## config.mk

```make
export PLATFORM = sky130hd
export DESIGN_NAME = sdt_cell
export DESIGN_NICKNAME = d
export VERILOG_FILES = /design/src/design/sorted_date_table_core_macros.svh /design/src/design/sdt_pkg.sv /design/src/design/sdt_cell.sv
export SDC_FILE = /design/constraint.sdc
export NUM_CORES = 1
export LEC_CHECK = 0
export BUFFER_PORTS_ARGS = -buffer_cell sky130_fd_sc_hd__buf_4
export CAP_MARGIN = 20
export CORE_MARGIN = 2
export CORE_UTILIZATION = 41
export CTS_BUF_LIST = sky130_fd_sc_hd__clkbuf_4 sky130_fd_sc_hd__clkbuf_8
export DETAILED_ROUTE_END_ITERATION = 12
export PLACE_DENSITY = 0.85
export SYNTH_ARGS = -nofsm -noshare
export SYNTH_HDL_FRONTEND = slang
export SYNTH_SLANG_ARGS = --single-unit
export TNS_END_PERCENT = 100
```

## constraint.sdc

```tcl
create_clock -name clock -period 3.8 [get_ports clock]
set_input_delay 0.19 -clock clock [delete_from_list [all_inputs] [get_ports clock]]
set_output_delay 0.19 -clock clock [all_outputs]
set_load 0.01 [all_outputs]
```

## src/design/sorted_date_table_core_macros.svh

```systemverilog
// assertion helpers for the sorted date table
`ifndef SORTED_DATE_TABLE_CORE_MACROS_SVH
`define SORTED_DATE_TABLE_CORE_MACROS_SVH

// property that must hold at every clock edge outside reset
`define SDT_ASSERT(lbl, prop, msg) \
   lbl: assert property (@(posedge clock) disable iff (reset) (prop)) else $error(msg);

// antecedent in one cycle implies consequent in the next
`define SDT_ASSERT_NEXT(lbl, ante, cons, msg) \
   lbl: assert property (@(posedge clock) disable iff (reset) (ante) |=> (cons)) else $error(msg);

`endif

```

## src/design/sdt_pkg.sv

```systemverilog
package sdt_pkg;

   localparam int TABLE_DEPTH = 64;
   localparam int COUNT_W     = $clog2(TABLE_DEPTH + 1);

   localparam logic [1:0] CMD_INSERT = 2'd0;
   localparam logic [1:0] CMD_DELETE = 2'd1;
   localparam logic [1:0] CMD_READ   = 2'd2;

   localparam logic [1:0] ST_OK      = 2'd0;
   localparam logic [1:0] ST_FULL    = 2'd1;
   localparam logic [1:0] ST_MISSING = 2'd2;
   localparam logic [1:0] ST_INVALID = 2'd3;

   typedef struct packed {
      logic [1:0]  command;
      logic [31:0] name_key;
      logic [4:0]  day;
      logic [3:0]  month;
      logic [11:0] birth_year;
      logic [5:0]  read_index;
   } req_type;

   typedef struct packed {
      logic [1:0]  status;
      logic [6:0]  entry_count;
      logic [31:0] out_name_key;
      logic [4:0]  out_day;
      logic [3:0]  out_month;
      logic [11:0] out_year;
   } rsp_type;

   typedef struct packed {
      logic [31:0] name_key;
      logic [4:0]  day;
      logic [3:0]  month;
      logic [11:0] year;
   } entry_type;

   localparam int ENTRY_W = $bits(entry_type);

   // broadcast from the controller to every cell
   typedef struct packed {
      logic      insert;
      logic      remove;
      entry_type item;
   } cell_ctrl_type;

endpackage

```

## src/design/sdt_cell.sv

```systemverilog
module sdt_cell (
   input  logic                  clock,
   input  logic                  reset,
   input  sdt_pkg::cell_ctrl_type ctrl,
   input  sdt_pkg::entry_type    left_entry,
   input  logic                  left_valid,
   input  logic                  left_le,
   input  sdt_pkg::entry_type    right_entry,
   input  logic                  right_valid,
   input  logic                  prefix_in,
   output sdt_pkg::entry_type    entry,
   output logic                  valid,
   output logic                  le,
   output logic                  prefix_out
);
   import sdt_pkg::*;

   entry_type entry_ff, entry_in;
   logic      valid_ff, valid_in;
   logic      match;

   // held date sorts at or before the new one
   assign le         = valid_ff &&
                       ({entry_ff.month, entry_ff.day} <= {ctrl.item.month, ctrl.item.day});
   assign match      = valid_ff && (entry_ff.name_key == ctrl.item.name_key);
   // set from the first matching cell onward
   assign prefix_out = prefix_in | match;
   assign entry      = entry_ff;
   assign valid      = valid_ff;

   always_comb begin
      entry_in = entry_ff;
      valid_in = valid_ff;
      if (ctrl.insert) begin
         if (!le) begin
            if (left_le) begin
               entry_in = ctrl.item;
               valid_in = 1'b1;
            end else begin
               entry_in = left_entry;
               valid_in = left_valid;
            end
         end
      end else if (ctrl.remove && prefix_out) begin
         entry_in = right_entry;
         valid_in = right_valid;
      end
   end

   always_ff @(posedge clock) begin
      if (reset) begin
         valid_ff <= 1'b0;
      end else begin
         valid_ff <= valid_in;
      end
   end

   always_ff @(posedge clock) begin
      entry_ff <= entry_in;
   end

endmodule

```

* After elaboration in Yosys (flattened, before gate mapping)
Cells that the tools add are included.
** Storage, ports and cells
- Register bits :: 54
- Bits in latches :: 0
- Memory bits (writable) :: 0
- Bits in read-only memories :: 0
- Input bits :: 167
- Output and inout bits :: 56
- Word-level logic and storage cells :: 22
- Memories :: 0
** Operators by class
- Add/sub/neg operators :: 0
- Multipliers :: 0
- Div/mod/pow operators :: 0
- Order comparisons :: 1
- Equal/unequal tests :: 2
- Shift operators :: 0
- Muxes and demuxes :: 8
- Bitwise operators :: 1
- Reduce and logical (&&, ||, !) cells :: 5
** Operators with widths (count)
- two-way mux 53 bit :: 4
- equality test 32 bit :: 1
- less-or-equal comparator 9 bit :: 1
- two-way mux 1 bit :: 4
- logical AND 1 bit :: 3
- inequality test 2 bit (second input constant) :: 1
- AND reduction 2 bit :: 1
- nonzero test 2 bit :: 1
- bitwise OR 1 bit :: 1

* Logic depth before layout (Yosys ltp)
Gate-level depths: netlist of the first run.
- Depth in word-level cells :: 6
- Depth in mapped cells :: 8
- Mapped depth without buffers :: 8

* Least setup slack after synthesis of the first run
No wires, ideal clock.
- Kind :: reg-to-reg
- Start point :: register entry_ff (netlist bit entry[20])
- End point :: register entry_ff (netlist bit entry[0]) (enable)
- Library setup time :: 0.375 ns
- Arrival :: 1.915 ns
- Required time :: 3.425 ns
- Slack :: 1.510 ns
- Stages on the path, launching flop included :: 7
- Buffers on the path :: 0
- Clock period less this slack :: 2.290 ns
- Cells stage by stage :: edfxtp_1 > ha_1 > nand4_1 > o22ai_1 > nor4_1 > nor4_1 > a31o_4
** On the way
- Cells in the longest elaborated chain, start to end :: 4
** RTL lines
- start: declaration :: RTL line sdt_cell.sv:18 : entry_type entry_ff, entry_in;
- start signal: assignment :: RTL line sdt_cell.sv:59 : entry_ff <= entry_in;
- less-or-equal comparator 9 bit :: RTL line sdt_cell.sv:24 : ({entry_ff.month, entry_ff.day} <= {ctrl.item.month, ctrl.item.day});
- logical AND 1 bit :: RTL line sdt_cell.sv:23 : assign le = valid_ff &&
- inequality test 2 bit (no source line)
- AND reduction 2 bit (no source line)
Every way passes these cells.
A chain may end at the register's enable or synchronous reset.

* Final worst setup path of the first run
- Start point :: register entry_ff (netlist bit entry[18])
- End point :: register entry_ff (netlist bit entry[47]) (enable)
The elaborated chain is that of the path after synthesis.

==> metrics, run 1 <==
status finished clean; DIE HEIGHT between 90 and 100 microns; via/cell ratio ~5; CP arrival 2.48 ns; layout cells sized above 1 between 40 and 50%; maximum clock rate 393.9 MHz; detailed placement HPWL ~7700 microns; Slew headroom between 30 and 40%; Final Util between 60% and 70%; total chip power roughly 1.6 mW; Routed WL ~9800 microns; RSZ-0062 raised after global routing no; Setup Buffers After CTS 0; initial antenna violation count 0; DRC 0; Net Count, Synth 497; Initial Util between 40% and 50%; fraction of registers with async set/reset 0%; Fillers around 660; # port buffers roughly 220; routability cong. approximately 0.8; setup_tns 0 ns; Tcrit/Tclk final 66.80%; CP endpoint kind register; Compound-Gate Fraction of Synth Area approximately a tenth; Ant. Diodes 0; hold slack ~0.15 ns; mux cell area share after synthesis approximately 16%; Slew Viols, Final 0; nature of the critical path startpoint register; nets 709; hold path cells 3; Static Leakage between 2 and 2.5 nW; Tot GR Track Use approximately a fifth; Pwr per Cell Area around 320 mW/mm^2; post-CTS sizing 0; Hold Fails Final Rpt 0; Mapped Area ~0.0034 sq mm; Final Critical Period between 2 and 3 ns; max-cap check violation count 0; worst-case clock buffer depth 2; Syn Inst Count around 320; Crit Path Class reg2reg; FP Rows 33; TritonCTS buffer count 5; Max FO, Critical Path 54; Die ar. 0.008941 sq mm; Post-Synth XOR/XNOR Area under 10%; design area just over 0.005 sq mm; post-synthesis sequential area ratio approximately 48%; main flop type after synthesis edfxtp_1; initial drt markers 88; syn_area_per_cell 10.47 sq um; via count around 3200; root cell of the clock tree clkbuf_8; Yosys top cell by area edfxtp_1; top-count cell post-synth nor2_1; CORE AREA just over 0.008 sq mm; io pins about 220; post-route ant nets 0; Synth cell types 28; WL/cell about 15 microns; dominant cells by area after synthesis edfxtp_1 (47%), mux2i_1 (16%), a21oi_1 (8.3%); Hold Path Class in2reg; measured slew at the worst slew-check pin 1.007 ns; combinational family with the most area after synthesis multiplexers; router iterations before antenna repair 4; worst r2r path cells 6; # setup viols final 0; top-area cell type share of the netlist area 47.34%; cts hold-fix bufs 0; Synth Area in Adders roughly 3.3%; H-tree levels 2; Commonest cells post-synth nor2_1 (58), a21oi_1 (56), mux2i_1 (54), edfxtp_1 (53), xnor2_1 (27); clock skew ~0.0091 ns; Overflow after GRT 0; Placed Area between 0.005 and 0.006 sq mm; vias in the first global route 3135; largest net degree at the start of global routing approximately 110; Simple-Gate Fraction of Synth Area 9.900%; VDD IR-drop max 0.1691 mV; first-pass GRT wire length between 10000 and 15000 microns; CP required 3.74 ns; YS warnings 0; FF+latch count, synth 54; Die W 94.56 microns; clock latency at the later pin of the worst-skew pair between 0.3 and 0.4 ns; EDFF count, synth 53; Num Clock Sinks 54; Worst-path clk slew 0.09 ns; TritonCTS clock tree yes; area delta synth->final 53.96%
==> area by class of cell <==
cell class	instances	area [sq um]	area share [%]
timing repair buffer	223	1674	32.34
inverter	12	45.04	0.8702
tap	105	131.4	2.538
multi-input combinational	237	1623	31.35
sequential	54	1612	31.13
clock inverter	1	7.507	0.1450
clock buffer	7	83.83	1.620
==> stage by stage <==
step,setup slack [ns],instances
after detailed placement,1.291,631
after floorplan,1.510,321
after CTS,1.267,639
after global routing,1.081,639
after global placement,1.343,631
final,1.262,639
==> state kept, by name (all words and copies together), names as in the netlist <==
name / flops
entry: 53
valid: 1
==> cells in the final DEF, fill, tap and decap left out, drive strengths merged, types with 5 or more instances in the layout <==
cell type,Yosys,layout
xor2,5,5
clkbuf,7,7
nand4,8,8
xnor2,27,27
edfxtp,53,53
a21oi,56,56
inv,12,12
nor2,58,58
mux2i,54,54
buf,11,223
ha,9,9
==> critical path: stages (launching register included) <==
cell      delay (ns)
edfxtp_1        0.41
ha_1            0.32
nand4_1         0.12
o22ai_1         0.23
nor4_1          0.07
nor4_1          0.33
a31o_4          0.67
==> report_power, final <==
| part | total [mW] | leakage [nW] | switching (mW) | internal [mW] |
|---|---|---|---|---|
| sequential | 0.784 | 0.517 | 0.0391 | 0.745 |
| combinational | 0.521 | 1.84 | 0.234 | 0.287 |
| clock | 0.334 | 0.0453 | 0.189 | 0.145 |
==> path summary, 6_finish.rpt <==
check                 start   endpoint  slack, ns
setup / recovery  entry[18]  entry[47]       1.26
hold / removal        reset      valid       0.15
setup reg to reg  entry[18]  entry[47]       1.26
hold reg to reg       valid      valid       0.64
==> kinds of logic (layout without fill, tap and decap cells) <==
| kind of cell | Yosys count | in the layout |
|---|---|---|
| and+or+nand+nor | 78 | 78 |
| AOI/OAI and AO/OA | 64 | 64 |
| muxes | 54 | 54 |
| DFF | 54 | 54 |
| xor gates and xnor gates | 32 | 32 |
| buffers and inverters | 30 | 243 |
| adders and majority gates | 9 | 9 |
==> metal layers <==
layer	share of wire (%)	wire length [microns]	track usage, %
met4	2.1	204	6.401
met2	52	5102	38.81
met3	7.2	709	4.868
met1	39	3810	25.17
met5	0	0	0
No activity file was read; power rests on OpenSTA's default activity.
==> run 2, diff against run 1 <==
--- a/config.mk
+++ b/config.mk
@@ -5,10 +5,11 @@
 export SDC_FILE = /design/constraint.sdc
 export NUM_CORES = 1
 export LEC_CHECK = 0
+export ABC_AREA = 1
 export BUFFER_PORTS_ARGS = -buffer_cell sky130_fd_sc_hd__buf_4
 export CAP_MARGIN = 20
 export CORE_MARGIN = 2
-export CORE_UTILIZATION = 41
+export CORE_UTILIZATION = 40
 export CTS_BUF_LIST = sky130_fd_sc_hd__clkbuf_4 sky130_fd_sc_hd__clkbuf_8
 export DETAILED_ROUTE_END_ITERATION = 12
 export PLACE_DENSITY = 0.85
==> constraint.sdc (replaced) <==
create_clock -name clock -period 2.3 [get_ports clock]
set_input_delay 0.115 -clock clock [delete_from_list [all_inputs] [get_ports clock]]
set_output_delay 0.115 -clock clock [all_outputs]
set_load 0.01 [all_outputs]
==> metrics, run 2 <==
status finished clean; # setup viols final 0 (unchanged); Hold Fails Final Rpt 0 (unchanged); flop2flop setup slack 0.16 ns (-1.10 ns); Tot GR Track Use 21.79% (+0.41 points); RSZ-0062 raised after global routing no; CP arrival 2.12 ns (-0.36 ns); clock skew 0.004808 ns (-0.004318 ns); root cell of the clock tree clkbuf_8; DIE HEIGHT 98.07 microns (+3.7%); Crit Path Class reg2reg; WL/cell 13.75 microns (-11%); fraction of registers with async set/reset 0% (unchanged); CORE AREA 0.008636 sq mm (+6.7%); layout cells sized above 1 36.12% (-7.9 points); CP endpoint kind register; syn_area_per_cell 7.531 sq um (-28%); YS warnings 0 (unchanged); maximum clock rate 467.7 MHz (+19%); Mapped Area 0.003540 sq mm (+5.3%); DRC 0 (unchanged); Static Leakage 2.684 nW (+12%); Synth cell types 29 (+3.6%); reg2reg start entry[13]; largest net degree at the start of global routing 87 (-20%); Net Count, Synth 646 (+30%); Tcrit/Tclk final 92.97% (+26 points); Pwr per Cell Area 487.3 mW/mm^2 (+54%); Initial Util 40.99% (-0.55 points); Max FO, Critical Path 53 (-1.9%); Slew headroom 75.87% (+43 points); Final Critical Period 2.138 ns (-0.4002 ns); Final Util 62.59% (-1.4 points); worst-case clock buffer depth 2 (unchanged); commonest non-fill, non-tap cell in the layout buf_4; Overflow after GRT 0 (unchanged); router iterations before antenna repair 5 (+1); # port buffers 222 (unchanged); Die W 98.07 microns (+3.7%); worst r2r path cells 10 (+4); post-CTS sizing 0 (unchanged); via/cell ratio 4.989 (-0.35%); FF+latch count, synth 54 (unchanged); VDD IR-drop max 0.2195 mV (+30%); vias in the first global route 3857 (+23%); FF-to-FF End entry[4]; Fillers 745 (+13%); met2 wire length 5539 microns (+8.6%); hold wc startpoint reset; post-route ant nets 0 (unchanged); max FFs per register 53 (unchanged); CP max-delay cell edfxtp_1; TritonCTS buffer count 5 (unchanged); Yosys top cell by area edfxtp_1; Setup Buffers After CTS 0 (unchanged); Worst-path clk slew 0.09 ns (about the same); Hold Path Class in2reg; post-synthesis sequential area ratio 45.53% (-2.4 points); Commonest cells post-synth nand2_1 (162), nor2_1 (69), a31oi_1 (53), edfxtp_1 (53), inv_1 (52); H-tree levels 2 (unchanged); initial drt markers 97 (+10%); FP Rows 34 (+3.0%); most used cell, CP nand2_1; hold path cells 4 (+1); Slew Viols, Final 0 (unchanged); crit path cell chain ha_1, nand2_1, nor3_1, nand3_1, nand3_1, nand2_1, nand2_1, nand2_2, nand2_4, buf_12; measured slew at the worst slew-check pin 0.3620 ns (-0.6453 ns); most frequent cells in the layout buf_4 (223), nand2_1 (161), nor2_1 (69), a31oi_1 (53), edfxtp_1 (53); main flop type after synthesis edfxtp_1; TritonCTS clock tree yes; clock latency at the later pin of the worst-skew pair 0.30 ns (about the same); area delta synth->final 52.70%; setup_tns 0 ns (unchanged); top-area cell type share of the netlist area 44.96% (-2.4 points); max-cap check violation count 0 (unchanged); Num Clock Sinks 54 (unchanged); Post-Route M1 WL 4097 microns (+7.5%); initial antenna violation count 0 (unchanged); nature of the critical path startpoint register; Routed WL 10850 microns (+10%); Hold Path End valid; top-count cell post-synth nand2_1; first-pass GRT wire length 17150 microns (+16%); Die ar. 0.009618 sq mm (+7.6%); Top Layer Used met4; cts hold-fix bufs 0 (unchanged); Ant. Diodes 0 (unchanged); nets 856 (+21%); CP max stage delay 0.41 ns (-0.26 ns); io pins 223 (unchanged); Syn Inst Count 470 (+46%); total length of routed met3 wires 914 microns (+29%); via count 3936 (+23%); EDFF count, synth 53 (unchanged); routability cong. 0.9077 (+17%); dominant cells by area after synthesis edfxtp_1 (45%), nand2_1 (17%), a31oi_1 (9.4%); CP required 2.29 ns (-1.45 ns); detailed placement HPWL 8573 microns (+11%)
run 2: cell types whose count changed after synthesis, sizes merged, moves of 17 or more:
cell / before / now
xnor2: 27 / 10
a21oi: 56 / 4
nand2: 3 / 166
a31oi: 0 / 53
mux2i: 54 / 0
inv: 12 / 54
run 2: layout make-up:
class | count | area [sq um] | share of cell area, %
clock buffers | 6 | 76.32 | 1.412
clock inverters | 2 | 8.758 | 0.1620
inverters | 54 | 202.7 | 3.750
multi-input cells | 339 | 1637 | 30.28
flip-flops and latches | 54 | 1612 | 29.81
well taps | 108 | 135.1 | 2.500
repair buffers | 226 | 1734 | 32.08
run 2: worst max path at each step:
stage | cells past startpoint | endpoint | startpoint | slack (ns)
3_3_place_gp | 10 | entry[6] | entry[13] | 0.28
2_1_floorplan | 9 | entry[0] | entry[13] | 0.22
5_1_grt | 10 | entry[51] | entry[15] | 0.007
6_report | 10 | entry[4] | entry[13] | 0.16
3_5_place_dp | 10 | entry[10] | entry[13] | 0.18
4_1_cts | 10 | entry[3] | entry[13] | 0.17
run 2: metal layers:
metal / vias to the layer above / GRT usage, %
met5: - / 0
met3: 24 / 5.369
met1: 1773 / 24.60
met4: 0 / 8.868
met2: 184 / 39.25
li1: 1955 / -
run 2: cell families after synthesis:
| logic type | count (synthesis) | share of synthesized area, % |
|---|---|---|
| and+or+nand+nor | 255 | 29.02 |
| AOI/OAI and AO/OA | 64 | 11.10 |
| buffers and inverters | 77 | 8.448 |
| xor gates and xnor gates | 11 | 2.722 |
| adders and majority gates | 9 | 3.181 |
| DFF | 54 | 45.53 |
run 2: per-stage QoR:
stage / hold WS (ns) / instance area [sq um] / instances / setup slack [ns] / power [mW]
after floorplan: 0.2586 / 3547 / 470 / 0.2216 / 1.661
after detailed placement: 0.3662 / 5320 / 781 / 0.1815 / 2.148
after global placement: 0.3524 / 5320 / 781 / 0.2807 / 2.117
final: 0.04645 / 5405 / 789 / 0.1617 / 2.634
after CTS: 0.03677 / 5405 / 789 / 0.1651 / 2.660
after global routing: 0.03701 / 5405 / 789 / 0.007485 / 2.785
run 2: critical path: cells and delay by family, from the launching register on:
kind	cells	cell delay (ns)
flops	1	0.41
fa+ha+maj	1	0.32
buf+inv	1	0.28
simple gates	8	0.80
run 2: power by group:
group	switching, mW	internal (mW)	leakage (nW)
combinational	0.413	0.443	2.12
clock	0.290	0.222	0.0460
sequential	0.0549	1.21	0.522
